$ cat src/sv/alist_pkg.sv
// Shared types, constants and codes for the array list engine.
package alist_pkg;

  localparam int CAPACITY = 128;
  localparam int ADDR_W   = (CAPACITY > 1) ? $clog2(CAPACITY) : 1;
  localparam int CNT_W    = $clog2(CAPACITY + 1);
  localparam int CMP_W    = (CNT_W > 8) ? CNT_W : 8;

  typedef enum logic [1:0] {
    OP_FIND   = 2'd0,
    OP_INSERT = 2'd1,
    OP_DELETE = 2'd2,
    OP_NONE   = 2'd3
  } op_e;

  typedef enum logic [1:0] {
    ST_OK        = 2'd0,
    ST_FULL      = 2'd1,
    ST_BAD_POS   = 2'd2,
    ST_NOT_FOUND = 2'd3
  } status_e;

  typedef enum logic [2:0] {
    S_IDLE,
    S_CHECK,
    S_LOOP,
    S_CMP,
    S_WR,
    S_PUT,
    S_DONE
  } ctrl_state_e;

  typedef struct packed {
    logic [1:0]         op;
    logic signed [31:0] value;
    logic [7:0]         position;
  } item_t;

  typedef struct packed {
    logic [1:0] status;
    logic [6:0] found_index;
    logic [7:0] length;
  } result_t;

  // Controller to datapath commands.
  typedef struct packed {
    logic    load;
    logic    rd;
    logic    cmp;
    logic    mv;
    logic    put;
    logic    dec;
    logic    set_st;
    status_e st;
  } dp_cmd_t;

  // Datapath to controller status.
  typedef struct packed {
    logic [1:0] op;
    logic       full;
    logic       bad_pos;
    logic       more;
    logic       match;
  } dp_stat_t;

endpackage

$ cat src/sv/alist_ctrl.sv
// Controller state machine of the array list engine.
module alist_ctrl (
  input  logic                clk_i,
  input  logic                rst_ni,
  input  logic                start,
  input  alist_pkg::dp_stat_t stat_i,
  output alist_pkg::dp_cmd_t  cmd_o,
  output logic                busy,
  output logic                result_valid_o
);

  alist_pkg::ctrl_state_e state_q, state_d;

  always_ff @(posedge clk_i or negedge rst_ni) begin
    if (!rst_ni) begin
      state_q <= alist_pkg::S_IDLE;
    end else begin
      state_q <= state_d;
    end
  end

  always_comb begin
    state_d = state_q;
    unique case (state_q)
      alist_pkg::S_IDLE: begin
        if (start) state_d = alist_pkg::S_CHECK;
      end
      alist_pkg::S_CHECK: begin
        unique case (stat_i.op)
          alist_pkg::OP_FIND:   state_d = alist_pkg::S_LOOP;
          alist_pkg::OP_INSERT: state_d = (stat_i.full || stat_i.bad_pos) ?
                                          alist_pkg::S_DONE : alist_pkg::S_LOOP;
          alist_pkg::OP_DELETE: state_d = stat_i.bad_pos ?
                                          alist_pkg::S_DONE : alist_pkg::S_LOOP;
          default:              state_d = alist_pkg::S_DONE;
        endcase
      end
      alist_pkg::S_LOOP: begin
        priority if (stat_i.more) begin
          state_d = (stat_i.op == alist_pkg::OP_FIND) ? alist_pkg::S_CMP : alist_pkg::S_WR;
        end else if (stat_i.op == alist_pkg::OP_INSERT) begin
          state_d = alist_pkg::S_PUT;
        end else begin
          state_d = alist_pkg::S_DONE;
        end
      end
      alist_pkg::S_CMP:  state_d = stat_i.match ? alist_pkg::S_DONE : alist_pkg::S_LOOP;
      alist_pkg::S_WR:   state_d = alist_pkg::S_LOOP;
      alist_pkg::S_PUT:  state_d = alist_pkg::S_DONE;
      alist_pkg::S_DONE: state_d = alist_pkg::S_IDLE;
      default:           state_d = alist_pkg::S_IDLE;
    endcase
  end

  always_comb begin
    cmd_o          = '0;
    cmd_o.st       = alist_pkg::ST_OK;
    busy           = 1'b1;
    result_valid_o = 1'b0;
    unique case (state_q)
      alist_pkg::S_IDLE: begin
        busy       = 1'b0;
        cmd_o.load = start;
      end
      alist_pkg::S_CHECK: begin
        if (stat_i.op == alist_pkg::OP_INSERT) begin
          priority if (stat_i.full) begin
            cmd_o.set_st = 1'b1;
            cmd_o.st     = alist_pkg::ST_FULL;
          end else if (stat_i.bad_pos) begin
            cmd_o.set_st = 1'b1;
            cmd_o.st     = alist_pkg::ST_BAD_POS;
          end else begin
            cmd_o.set_st = 1'b0;
          end
        end else if (stat_i.op == alist_pkg::OP_DELETE && stat_i.bad_pos) begin
          cmd_o.set_st = 1'b1;
          cmd_o.st     = alist_pkg::ST_BAD_POS;
        end
      end
      alist_pkg::S_LOOP: begin
        if (stat_i.more) begin
          cmd_o.rd = 1'b1;
        end else if (stat_i.op == alist_pkg::OP_FIND) begin
          cmd_o.set_st = 1'b1;
          cmd_o.st     = alist_pkg::ST_NOT_FOUND;
        end else if (stat_i.op == alist_pkg::OP_DELETE) begin
          cmd_o.dec = 1'b1;
        end
      end
      alist_pkg::S_CMP:  cmd_o.cmp      = 1'b1;
      alist_pkg::S_WR:   cmd_o.mv       = 1'b1;
      alist_pkg::S_PUT:  cmd_o.put      = 1'b1;
      alist_pkg::S_DONE: result_valid_o = 1'b1;
      default:           busy           = 1'b1;
    endcase
  end

endmodule

$ cat config.mk
export PLATFORM = sky130hd
export DESIGN_NAME = alist_ctrl
export DESIGN_NICKNAME = d
export VERILOG_FILES = /design/src/sv/alist_pkg.sv /design/src/sv/alist_ctrl.sv
export SDC_FILE = /design/constraint.sdc
export NUM_CORES = 1
export LEC_CHECK = 0
export BUFFER_PORTS_ARGS = -buffer_cell sky130_fd_sc_hd__buf_2
export CORE_AREA = 2 2 39 41
export CTS_BUF_LIST = sky130_fd_sc_hd__clkbuf_8
export CTS_CLUSTER_DIAMETER = 40
export DETAILED_ROUTE_END_ITERATION = 6
export DIE_AREA = 0 0 41 43
export PLACE_DENSITY = 0.51
export SYNTH_ARGS = -nofsm -noshare
export SYNTH_HDL_FRONTEND = slang
export SYNTH_SLANG_ARGS = --single-unit
$ cat constraint.sdc
create_clock -name clk_i -period 1.1 [get_ports clk_i]
set_input_delay 0.055 -clock clk_i [delete_from_list [all_inputs] [get_ports clk_i]]
set_output_delay 0.055 -clock clk_i [all_outputs]
set_load 0.03 [all_outputs]
Word-level counts from Yosys, hierarchy flattened:

Index checks and enable logic that the tools add are counted.

* output and inout bits: 11
* flip-flop bits (word level): 3
* input bits: 9
* logic and storage cells: 42

* equal/unequal tests: 9
* multiplexer cells: 28
* reductions and logical operators: 4

Operators with widths (number)
* 3-bit two-way mux: 10
* 3-bit one-hot mux with 6 select lines: 1
* 1-bit two-way mux: 12
* 3-bit equality test (second input constant): 3
* 3-bit one-hot mux with 3 select lines: 1
* 3-bit by 2-bit equality test with 1-bit output (second input constant): 2
* 3-bit one-hot mux with 2 select lines: 1
* 2-bit two-way mux: 2
* 4-bit two-way mux: 1
* 3-bit by 1-bit equality test with 1-bit output (second input constant): 1
* 3-bit logical NOT: 1
* 2-bit by 1-bit equality test with 1-bit output (second input constant): 1
* 2-bit equality test (second input constant): 1
* 2-bit logical NOT: 1
* 2-bit inequality test (second input constant): 1
* 1-bit logical AND: 1
* 1-bit logical OR: 1

Longest topological paths before layout:

Gate-level depths: netlist of the first run.

* depth in word-level cells: 5
* depth in mapped cells: 5
* depth with buffers taken out: 4

Worst setup path after synthesis of the first run:

No wires, ideal clock.

* kind: flip-flop to output port
* start: register state_q[1]
* end: output port cmd_o[8] (netlist bit)
* data required time: 1.045 ns
* setup slack: -0.345 ns
* path buffers: 1
* stages on the path, launching flop included: 4
* arrival: 1.390 ns
* cells stage by stage: dfrtp_1 -> buf_4 -> nor2b_1 -> nor3b_1

RTL lines
* start, declared: line alist_ctrl.sv:12 `alist_pkg::ctrl_state_e state_q, state_d;`
* start signal, assigned: line alist_ctrl.sv:16 `state_q <= alist_pkg::S_IDLE;`
* start signal, assigned: line alist_ctrl.sv:18 `state_q <= state_d;`
* end, declared: line alist_ctrl.sv:7 `output alist_pkg::dp_cmd_t cmd_o,`

Worst setup path after layout of the first run:

* start: register state_q[1]
* end: output port busy

* cells in the longest elaborated chain, start to end: 2

RTL lines
* 3-bit logical NOT: line alist_ctrl.sv:60 `unique case (state_q)`
* 1-bit two-way mux: line alist_ctrl.sv:60
* end, declared: line alist_ctrl.sv:8 `output logic busy,`

Every way passes these cells.

==> metrics, run 1 <==
sequential fraction of the synthesis area between 20% and 30%; max FFs per register 3; antenna viol nets, final 0; syn_area_per_cell 7.83 um^2; Avg WL per Cell between 10 and 15 um; Core Box Area approximately 0.0014 mm^2; WP data required 1.04 ns; Slew HR between 80% and 90%; # IOs 20; Critical Path Max Stage Delay between 0.4 and 0.5 ns; crit path to busy; Synth Register Bits 3; post-synthesis cell count 47; Antenna diodes 0; Finished Layout Cells 97; largest net degree at the start of global routing 10; Initial DRC Count 1; part of the cycle the worst path needs 133%; CTS tree done; clk_lat worst skew around 0.22 ns; post-synthesis instance area 368 um^2; Yosys cell types 30; DR pass1 iterations 3; first-pass GRT wire length around 1600 um; max cap viols 0; Max VDD drop about 1500 uV; vias per cell around 4.6; placed cell area 544 um^2; starting density of the core between 20% and 30%; cell taking the most area after synthesis dfrtp_1; Worst Setup Slack, final -0.360 ns; Critical Path Source Type flop; area of the multi-input gates around 320 um^2; detailed-route DRC error count 0; failing checks setup timing; Setup crit start state_q[1]$_DFFE_PN0P_; PD cells between 2000 and 3000 mW/mm^2; min Tclk post-route 1.46 ns; r2r setup slk -0.08 ns; Layout Nets between 90 and 100; DP Cell Count 89; gr usage total between 10% and 20%; FF/Latch Area between 70 and 80 um^2; clk root buf clkbuf_8; clk buf depth 2; crit path cell chain buf_4 -> buf_6 -> or3_4 -> buf_6; share of cells above drive strength 1 about three quarters; Final Slew Violations 0; total CTS buffers 3; CP dominant cell by count buf_6; Chip Height approximately 43 um; port buffer count 19; Mapped Nets 56; top post-synthesis cells by area dfrtp_1 (20%), buf_4 (6.1%), o21ai_1 (5.4%); unrepaired setup endpoints after global routing true; classification of the worst setup path flop to primary output; vias post-DR between 400 and 500; reg2reg end state_q[0]$_DFFE_PN0P_; Die Wd 41 um; synth warn 0; Final Core Density between 50% and 60%; total power 2.10 mW; launch point of the worst reg-to-reg path state_q[1]$_DFFE_PN0P_; gr ovfl total 0; Clock transition at path regs roughly 0.040 ns; CP Capture Type primary output; die area 0.00176 mm^2; Data arrival, critical path between 1 and 1.5 ns; Area growth syn-to-layout 105%; vias in the first global route 370; skew final about 0.005 ns; reg2reg path depth 6; Biggest register state_q; most common cell after layout, fill and taps aside buf_4; design area ~750 um^2; initial antenna violation count 0; Tightest Hold Check Type input port to asynchronous set/reset pin; wirelength, routed 1090 um; Slowest-stage cell, CP dfrtp_1; Crit Path Max Fanout 5; final setup violation count 13; CTS sink cnt 3; Fillers between 100 and 150; status finished with violations; P_leak 0.363 nW; Placer Congestion about 0.7; post-route setup TNS -2.95 ns; commonest cells after routing, fill and taps aside buf_4 (14), buf_6 (12), buf_2 (8); # H-tree levels 1; post-synth top area share between 20% and 30%; Largest regs state_q (3); fmax roughly 680 MHz; Tightest Pin Transition ~0.23 ns; row cnt 14; Fin. Hold Viols 0
cells by family after synthesis:
logic type | Yosys count | synth area share (%)
XOR/XNOR | 1 | 2.38
buffers and inverters | 6 | 11.6
AND/OR/NAND/NOR | 25 | 44.6
AO/OA/AOI/OAI | 12 | 21.1
flip-flops | 3 | 20.4
synthesized netlist by cell type, drive strengths merged:
library cell,n
a21boi,1
a21oi,3
a22oi,1
a311oi,1
a31oi,1
and2,2
and2b,1
and3,1
and3b,1
buf,5
dfrtp,3
inv,1
nand2,5
nand2b,2
nand3,2
nor2,4
nor2b,2
nor3,1
nor3b,3
o21ai,4
o2bb2ai,1
or3,1
xor2,1
worst min-delay path by stage:
stage | startpoint | end | slack [ns] | depth (start not counted)
3_5_place_dp | rst_ni | state_q[1]$_DFFE_PN0P_ | -0.15 | 1
6_report | rst_ni | state_q[1]$_DFFE_PN0P_ | 0.16 | 2
4_1_cts | rst_ni | state_q[1]$_DFFE_PN0P_ | 0.16 | 2
5_1_grt | rst_ni | state_q[1]$_DFFE_PN0P_ | 0.17 | 2
2_1_floorplan | rst_ni | state_q[0]$_DFFE_PN0P_ | -0.24 | 0
3_3_place_gp | rst_ni | state_q[1]$_DFFE_PN0P_ | -0.15 | 1
where the power goes:
group / internal, mW / switching (mW) / total, mW
Combinational: 0.836 / 0.677 / 1.51
Sequential: 0.171 / 0.0920 / 0.263
Clock: 0.238 / 0.0827 / 0.321
critical path, delay by kind of cell, from the launching register on:
kind,cells,cell delay (ns)
and+or+nand+nor,1,0.36
DFF,1,0.41
buffers and inverters,3,0.41
per-layer routing:
metal  vias to the layer above  GRT usage, %  part of all wire (%)
met5                         -             0                     0
met1                       193          17.6                    41
met3                         2          8.38                   6.8
met2                        19          19.4                    51
li1                        229             -                     -
met4                         0          6.00                  0.74
timing repair:
action                                 CTS  global route
setup endpoints to repair               14            14
pin swaps                                8             2
endpoints found under the hold margin    3             0
hold buffers                             1             0
resized for setup                       25            16
buffers inserted                         4             3
per-stage QoR:
step	setup WS, ns	hold WS, ns
2_1_floorplan	-0.161	-0.241
6_report	-0.360	0.159
5_1_grt	-0.418	0.167
3_5_place_dp	-0.179	-0.146
4_1_cts	-0.357	0.160
3_3_place_gp	-0.185	-0.146
area by class of cell:
class	count	area share, %
clock inverter	1	0.498
clock buffer	3	5.47
multi-input combinational	38	42.1
timing repair buffer	35	38.5
tap	16	2.65
sequential	3	10.3
inverter	1	0.498
Note: power is estimated with default switching activity, not from simulation.
==> run 2, diff against run 1 <==
--- a/config.mk
+++ b/config.mk
@@ -11,6 +11,8 @@
 export CTS_CLUSTER_DIAMETER = 40
 export DETAILED_ROUTE_END_ITERATION = 6
 export DIE_AREA = 0 0 41 43
+export GPL_ROUTABILITY_DRIVEN = 0
+export GPL_TIMING_DRIVEN = 0
 export PLACE_DENSITY = 0.51
 export SYNTH_ARGS = -nofsm -noshare
 export SYNTH_HDL_FRONTEND = slang
==> run 2 against run 1 <==
Routed wire length fell by 1.3%. Maximum frequency rose by 0.87%. Die area did not move. Critical path depth rose by 1. Combinational power fell by 7%. Flip-flop and latch count did not move. Largest cell class unchanged. The run still ends with setup timing left. Design area fell by 4.5%. Core utilization fell by 2.4 points. First-iteration DRC count rose to 3.0 times the previous value. Worst setup slack improved by 0.013 ns. Hold slack improved by 0.0089 ns. Clock skew fell by 0.0050 ns. Critical path type unchanged.
==> metrics, run 2 (same netlist as run 1, synthesis figures left out) <==
clk_lat worst skew 0.21 ns (about the same); final setup violation count 13 (unchanged); PD cells 2660 mW/mm^2 (-4.2%); P_leak 0.350 nW (-3.7%); failing checks setup timing; Tightest Pin Transition 0.232 ns (+0.00307 ns); pre-CTS WS -0.146 ns (+0.0328 ns); unrepaired setup endpoints after global routing true; Clock transition at path regs 0.03 ns (about the same); CP bufs+invs 2 (-1); share of cells above drive strength 1 66.7% (-7.4 points); Fin. Hold Viols 0 (unchanged); Data arrival, critical path 1.39 ns (about the same); Layout Nets 85 (-6.6%); launch point of the worst reg-to-reg path state_q[2]$_DFFE_PN0P_; detailed-route DRC error count 0 (unchanged); gr usage total 13.9% (-0.39 points); Max VDD drop 951 uV (-36%); Crit path max-delay family flip-flops; skew final 0.0000269 ns (-0.00495 ns); Crit Path Max Fanout 10 (+5); reg2reg path depth 7 (+1); vias per cell 4.71 (+3.2%); gr ovfl total 0 (unchanged); Die Wd 41 um (unchanged); first-pass GRT wire length 1670 um (+2.1%); part of the cycle the worst path needs 132% (-1.2 points); status finished with violations; CTS tree done; antenna viol nets, final 0 (unchanged); placed cell area 483 um^2 (-11%); Largest regs state_q (3); Final Slew Violations 0 (unchanged); Chip Height 43 um (unchanged); Biggest register state_q; min Tclk post-route 1.45 ns (-0.0127 ns); Final Core Density 52.1% (-2.4 points); vias in the first global route 393 (+6.2%); WP data required 1.04 ns (about the same); total power 1.92 mW (-8.5%); hpwl dp between 600 and 700 um; fmax 691 MHz (+0.87%); Critical Path Source Type flop; initial antenna violation count 0 (unchanged); # H-tree levels 1 (unchanged); Avg WL per Cell 11.8 um (+5.2%); post-route setup TNS -3.06 ns (-0.102 ns); classification of the worst setup path flop to primary output; Core Box Area 0.00138 mm^2 (unchanged); largest net degree at the start of global routing 11 (+1); Fillers 140 (+7.7%); vias post-DR 429 (-3.2%); reg2reg end state_q[2]$_DFFE_PN0P_; CTS sink cnt 3 (unchanged); design area 721 um^2 (-4.5%); DR pass1 iterations 4 (+1); Slowest-stage cell, CP dfrtp_1; most common cell after layout, fill and taps aside buf_6; starting density of the core 26.6% (unchanged); Finished Layout Cells 91 (-6.2%); r2r setup slk -0.21 ns (-0.13 ns); final hold slack 0.168 ns (+0.00893 ns); commonest cells after routing, fill and taps aside buf_6 (15), buf_4 (7), buf_2 (6); crit path cell chain buf_6 -> nor3b_4 -> nand3_2 -> a21oi_2 -> buf_6; Initial DRC Count 3 (+2); Antenna diodes 0 (unchanged); row cnt 14 (unchanged); port buffer count 17 (-2); max FFs per register 3 (unchanged); die area 0.00176 mm^2 (unchanged); total CTS buffers 3 (unchanged); max cap viols 0 (unchanged); clk root buf clkbuf_8; # IOs 20 (unchanged); wirelength, routed 1070 um (-1.3%); Critical Path Max Stage Delay 0.38 ns (-0.03 ns); Tightest Hold Check Type input port to asynchronous set/reset pin; area of the multi-input gates 315 um^2 (-0.79%); clk buf depth 2 (unchanged); FF/Latch Area 75.1 um^2 (-3.2%); CP Capture Type primary output; Worst Setup Slack, final -0.347 ns (+0.0127 ns); DP Cell Count 80 (-10%); Area growth syn-to-layout 95.9%; CP dominant cell by count buf_6; Slew HR 84.5% (-0.20 points)
## run 2: changes by cell type in the layout (fill, tap and decap cells not counted), sizes merged
cell,previous run,this run
buf,34,28
## run 2: how the worst max path moves through the flow
| stage | start | to | slack (ns) | cells past startpoint |
|---|---|---|---|---|
| 4_1_cts | state_q[2]$_DFFE_PN0P_ | cmd_o[0] | -0.32 | 5 |
| 6_report | state_q[1]$_DFFE_PN0P_ | cmd_o[0] | -0.35 | 5 |
| 5_1_grt | state_q[1]$_DFFE_PN0P_ | cmd_o[0] | -0.40 | 5 |
| 3_5_place_dp | state_q[2]$_DFFE_PN0P_ | cmd_o[2] | -0.15 | 5 |
| 2_1_floorplan | state_q[2]$_DFFE_PN0P_ | cmd_o[1] | -0.16 | 4 |
| 3_3_place_gp | state_q[2]$_DFFE_PN0P_ | cmd_o[2] | -0.16 | 5 |
## run 2: per-layer routing
metal  up-vias  routed length, um  global-route usage [%]
met2        23                541                    19.1
li1        217                  -                       -
met3         2                 66                    1.57
met4         0                 13                    10.0
met5         -                  0                       0
met1       187                452                    19.0
## run 2: area by class of cell
cell class	count	share of cell area [%]
Multi-Input combinational cell	38	43.7
Timing Repair Buffer	24	29.0
Sequential cell	3	10.4
Buffer	5	7.29
Clock buffer	3	5.73
Tap cell	16	2.78
Clock inverter	1	0.521
Inverter	1	0.521
## run 2: report_power, final
group / switching (mW) / total [mW] / internal [mW]
Clock: 0.0691 / 0.306 / 0.237
Sequential: 0.0398 / 0.205 / 0.165
Combinational: 0.699 / 1.41 / 0.709
## run 2: worst reg2reg max path, cell delays in order (launching register included)
cell and delay (ns):
dfrtp_1 0.38, buf_6 0.13, buf_4 0.13, buf_6 0.13, a21oi_2 0.09, o2bb2ai_1 0.06, a22oi_1 0.18, nand2_1 0.07
## run 2: what timing repair did
| item | in CTS | in global routing |
|---|---|---|
| setup endpoints to repair | 12 | 13 |
| gates resized for setup | 27 | 14 |
| pin swaps | 6 | 7 |
| endpoints found under the hold margin | 3 | 0 |
| hold buffers | 1 | 0 |
| buffers inserted | 4 | 3 |
==> run 3, diff against run 2 <==
--- a/config.mk
+++ b/config.mk
@@ -6,14 +6,16 @@
 export NUM_CORES = 1
 export LEC_CHECK = 0
 export BUFFER_PORTS_ARGS = -buffer_cell sky130_fd_sc_hd__buf_2
-export CORE_AREA = 2 2 39 41
+export CELL_PAD_IN_SITES_DETAIL_PLACEMENT = 1
+export CELL_PAD_IN_SITES_GLOBAL_PLACEMENT = 2
+export CORE_UTILIZATION = 23
 export CTS_BUF_LIST = sky130_fd_sc_hd__clkbuf_8
 export CTS_CLUSTER_DIAMETER = 40
 export DETAILED_ROUTE_END_ITERATION = 6
-export DIE_AREA = 0 0 41 43
 export GPL_ROUTABILITY_DRIVEN = 0
 export GPL_TIMING_DRIVEN = 0
-export PLACE_DENSITY = 0.51
+export PLACE_DENSITY = 0.76
+export SKIP_LAST_GASP = 1
 export SYNTH_ARGS = -nofsm -noshare
 export SYNTH_HDL_FRONTEND = slang
 export SYNTH_SLANG_ARGS = --single-unit
==> run 3 against run 2 <==
The run still ends with setup timing left. Count of clock-buffer cells in the layout is the same. Critical path depth unchanged. Die area hardly changed. Power decreased by 0.68%. Clock skew rose by 0.0029 ns. Design area decreased by 2.3%. Global-route usage decreased by 0.56 points. Largest power group unchanged. Highest routed layer is now met3.
==> metrics, run 3 (same netlist as run 1, synthesis figures left out) <==
clk root buf clkbuf_8; die area 0.00176 mm^2 (about the same); FF/Latch Area 75.1 um^2 (unchanged); wirelength, routed 1080 um (+0.47%); most common cell after layout, fill and taps aside buf_6; # IOs 20 (unchanged); CP dominant cell by count buf_6; final setup violation count 13 (unchanged); clk buf depth 2 (unchanged); vias in the first global route 407 (+3.6%); CTS tree done; crit path cell chain buf_6 -> nor3b_4 -> nand3_2 -> a21oi_2 -> buf_6; status finished with violations; area of the multi-input gates 295 um^2 (-6.3%); first-pass GRT wire length 1850 um (+11%); max cap viols 0 (unchanged); Finished Layout Cells 91 (unchanged); # H-tree levels 1 (unchanged); r2r setup slk -0.07 ns (+0.14 ns); Logic pwr share 73.1% (-0.3 points); Sw Pwr 0.787 mW (-2.6%); vias per cell 4.70 (-0.23%); Clock transition at path regs 0.03 ns (about the same); final hold slack 0.165 ns (-0.00241 ns); Fillers 186 (+33%); Final Slew Violations 0 (unchanged); vias post-DR 428 (-0.23%); Critical Path Max Stage Delay 0.38 ns (about the same); Slowest-stage cell, CP dfrtp_1; post-route setup TNS -2.44 ns (+0.618 ns); Biggest register state_q; Data arrival, critical path 1.37 ns (-0.02 ns); commonest cells after routing, fill and taps aside buf_6 (16), buf_4 (6), buf_2 (6); PD cells 2710 mW/mm^2 (+1.6%); Area growth syn-to-layout 91.5%; Crit path max-delay family flip-flops; antenna viol nets, final 0 (unchanged); CP Capture Type primary output; skew final 0.00289 ns (+0.00286 ns); part of the cycle the worst path needs 129% (-2.3 points); port buffer count 17 (unchanged); row cnt 14 (unchanged); hpwl dp 757 um (+22%); total power 1.91 mW (-0.68%); Antenna diodes 0 (unchanged); Tightest Pin Transition 0.221 ns (-0.0113 ns); classification of the worst setup path flop to primary output; CTS sink cnt 3 (unchanged); min Tclk post-route 1.42 ns (-0.0258 ns); Chip Height 42.0 um (-2.3%); Int Pwr 1.12 mW (+0.72%); failing checks setup timing; Max VDD drop 1180 uV (+24%); pre-CTS WS -0.170 ns (-0.0236 ns); max FFs per register 3 (unchanged); sw frac 41.3% (-0.81 points); Largest regs state_q (3); detailed-route DRC error count 0 (unchanged); Crit Path Max Fanout 3 (-7); largest net degree at the start of global routing 11 (unchanged); Flop pwr share 10.7% (about the same); Slew HR 85.2% (+0.75 points); unrepaired setup endpoints after global routing true; Tightest Hold Check Type input port to asynchronous set/reset pin; DP Cell Count 80 (unchanged); Die Wd 42.0 um (+2.4%); P_leak 0.334 nW (-4.6%); Core Box Area 0.00151 mm^2 (+8.9%); Fin. Hold Viols 0 (unchanged); DR pass1 iterations 2 (-2); initial antenna violation count 0 (unchanged); starting density of the core 24.4% (-2.2 points); clock network power share 16.2% (+0.2 points); gr ovfl total 0 (unchanged); WP data required 1.04 ns (about the same); Layout Nets 85 (unchanged); clk_lat worst skew 0.21 ns (about the same); Avg WL per Cell 11.9 um (+0.47%); gr usage total 13.3% (-0.56 points); total CTS buffers 3 (unchanged); Worst Setup Slack, final -0.321 ns (+0.0258 ns); CP bufs+invs 2 (unchanged); share of cells above drive strength 1 64.0% (-2.7 points); Initial DRC Count 1 (-2); Critical Path Source Type flop; fmax 704 MHz (+1.8%)
run 3: timing repair:
item	CTS	global route
setup endpoints to repair	12	13
gates cloned	0	0
hold buffers	1	0
endpoints found under the hold margin	3	0
setup buffers	2	4
gates resized for setup	23	14
pin swaps	5	8
run 3: layout make-up:
type / count / area share (%)
well taps: 16 / 2.84
repair buffers: 24 / 30.2
clock inverters: 1 / 0.533
inverters: 1 / 0.533
plain buffers: 5 / 7.46
clock buffers: 3 / 5.86
flip-flops and latches: 3 / 10.7
multi-input cells: 38 / 41.9
run 3: worst reg2reg max path: stages (launching register included):
cell	delay, ns
dfrtp_1	0.38
buf_6	0.14
buf_6	0.12
a21oi_2	0.09
o2bb2ai_1	0.07
a22oi_1	0.18
nand2_1	0.07
run 3: stage by stage:
stage	area, um^2	utilization [%]
CTS	623	41.4
floorplan	378	-
global route	704	46.8
finish	704	46.8
detailed placement	483	32.1
global placement	483	32.1
run 3: worst paths after layout:
kind	start	to	depth (start not counted)
max in group asynchronous	rst_ni	state_q[2]$_DFFE_PN0P_	2
worst max register to register	state_q[2]$_DFFE_PN0P_	state_q[2]$_DFFE_PN0P_	6
worst min-delay path	rst_ni	state_q[1]$_DFFE_PN0P_	2
worst min register to register	state_q[0]$_DFFE_PN0P_	state_q[0]$_DFFE_PN0P_	2
min in group clk_i	stat_i[1]	state_q[2]$_DFFE_PN0P_	4
worst max-delay path	state_q[2]$_DFFE_PN0P_	cmd_o[0]	5
run 3: layer usage:
metal	vias up	part of all wire (%)	GRT usage (%)
met2	21	47	20.9
met5	-	0	0
li1	218	-	-
met1	189	47	18.4
met3	0	6.5	2.59
met4	0	0	3.87
run 3: power by group through the flow:
stage	clock, mW	sequential, mW	combinational, mW
2_1_floorplan	0	0.182	0.705
3_3_place_gp	0	0.188	0.897
3_5_place_dp	0	0.192	0.898
4_1_cts	0.320	0.203	1.11
5_1_grt	0.328	0.208	1.50
6_report	0.308	0.204	1.39
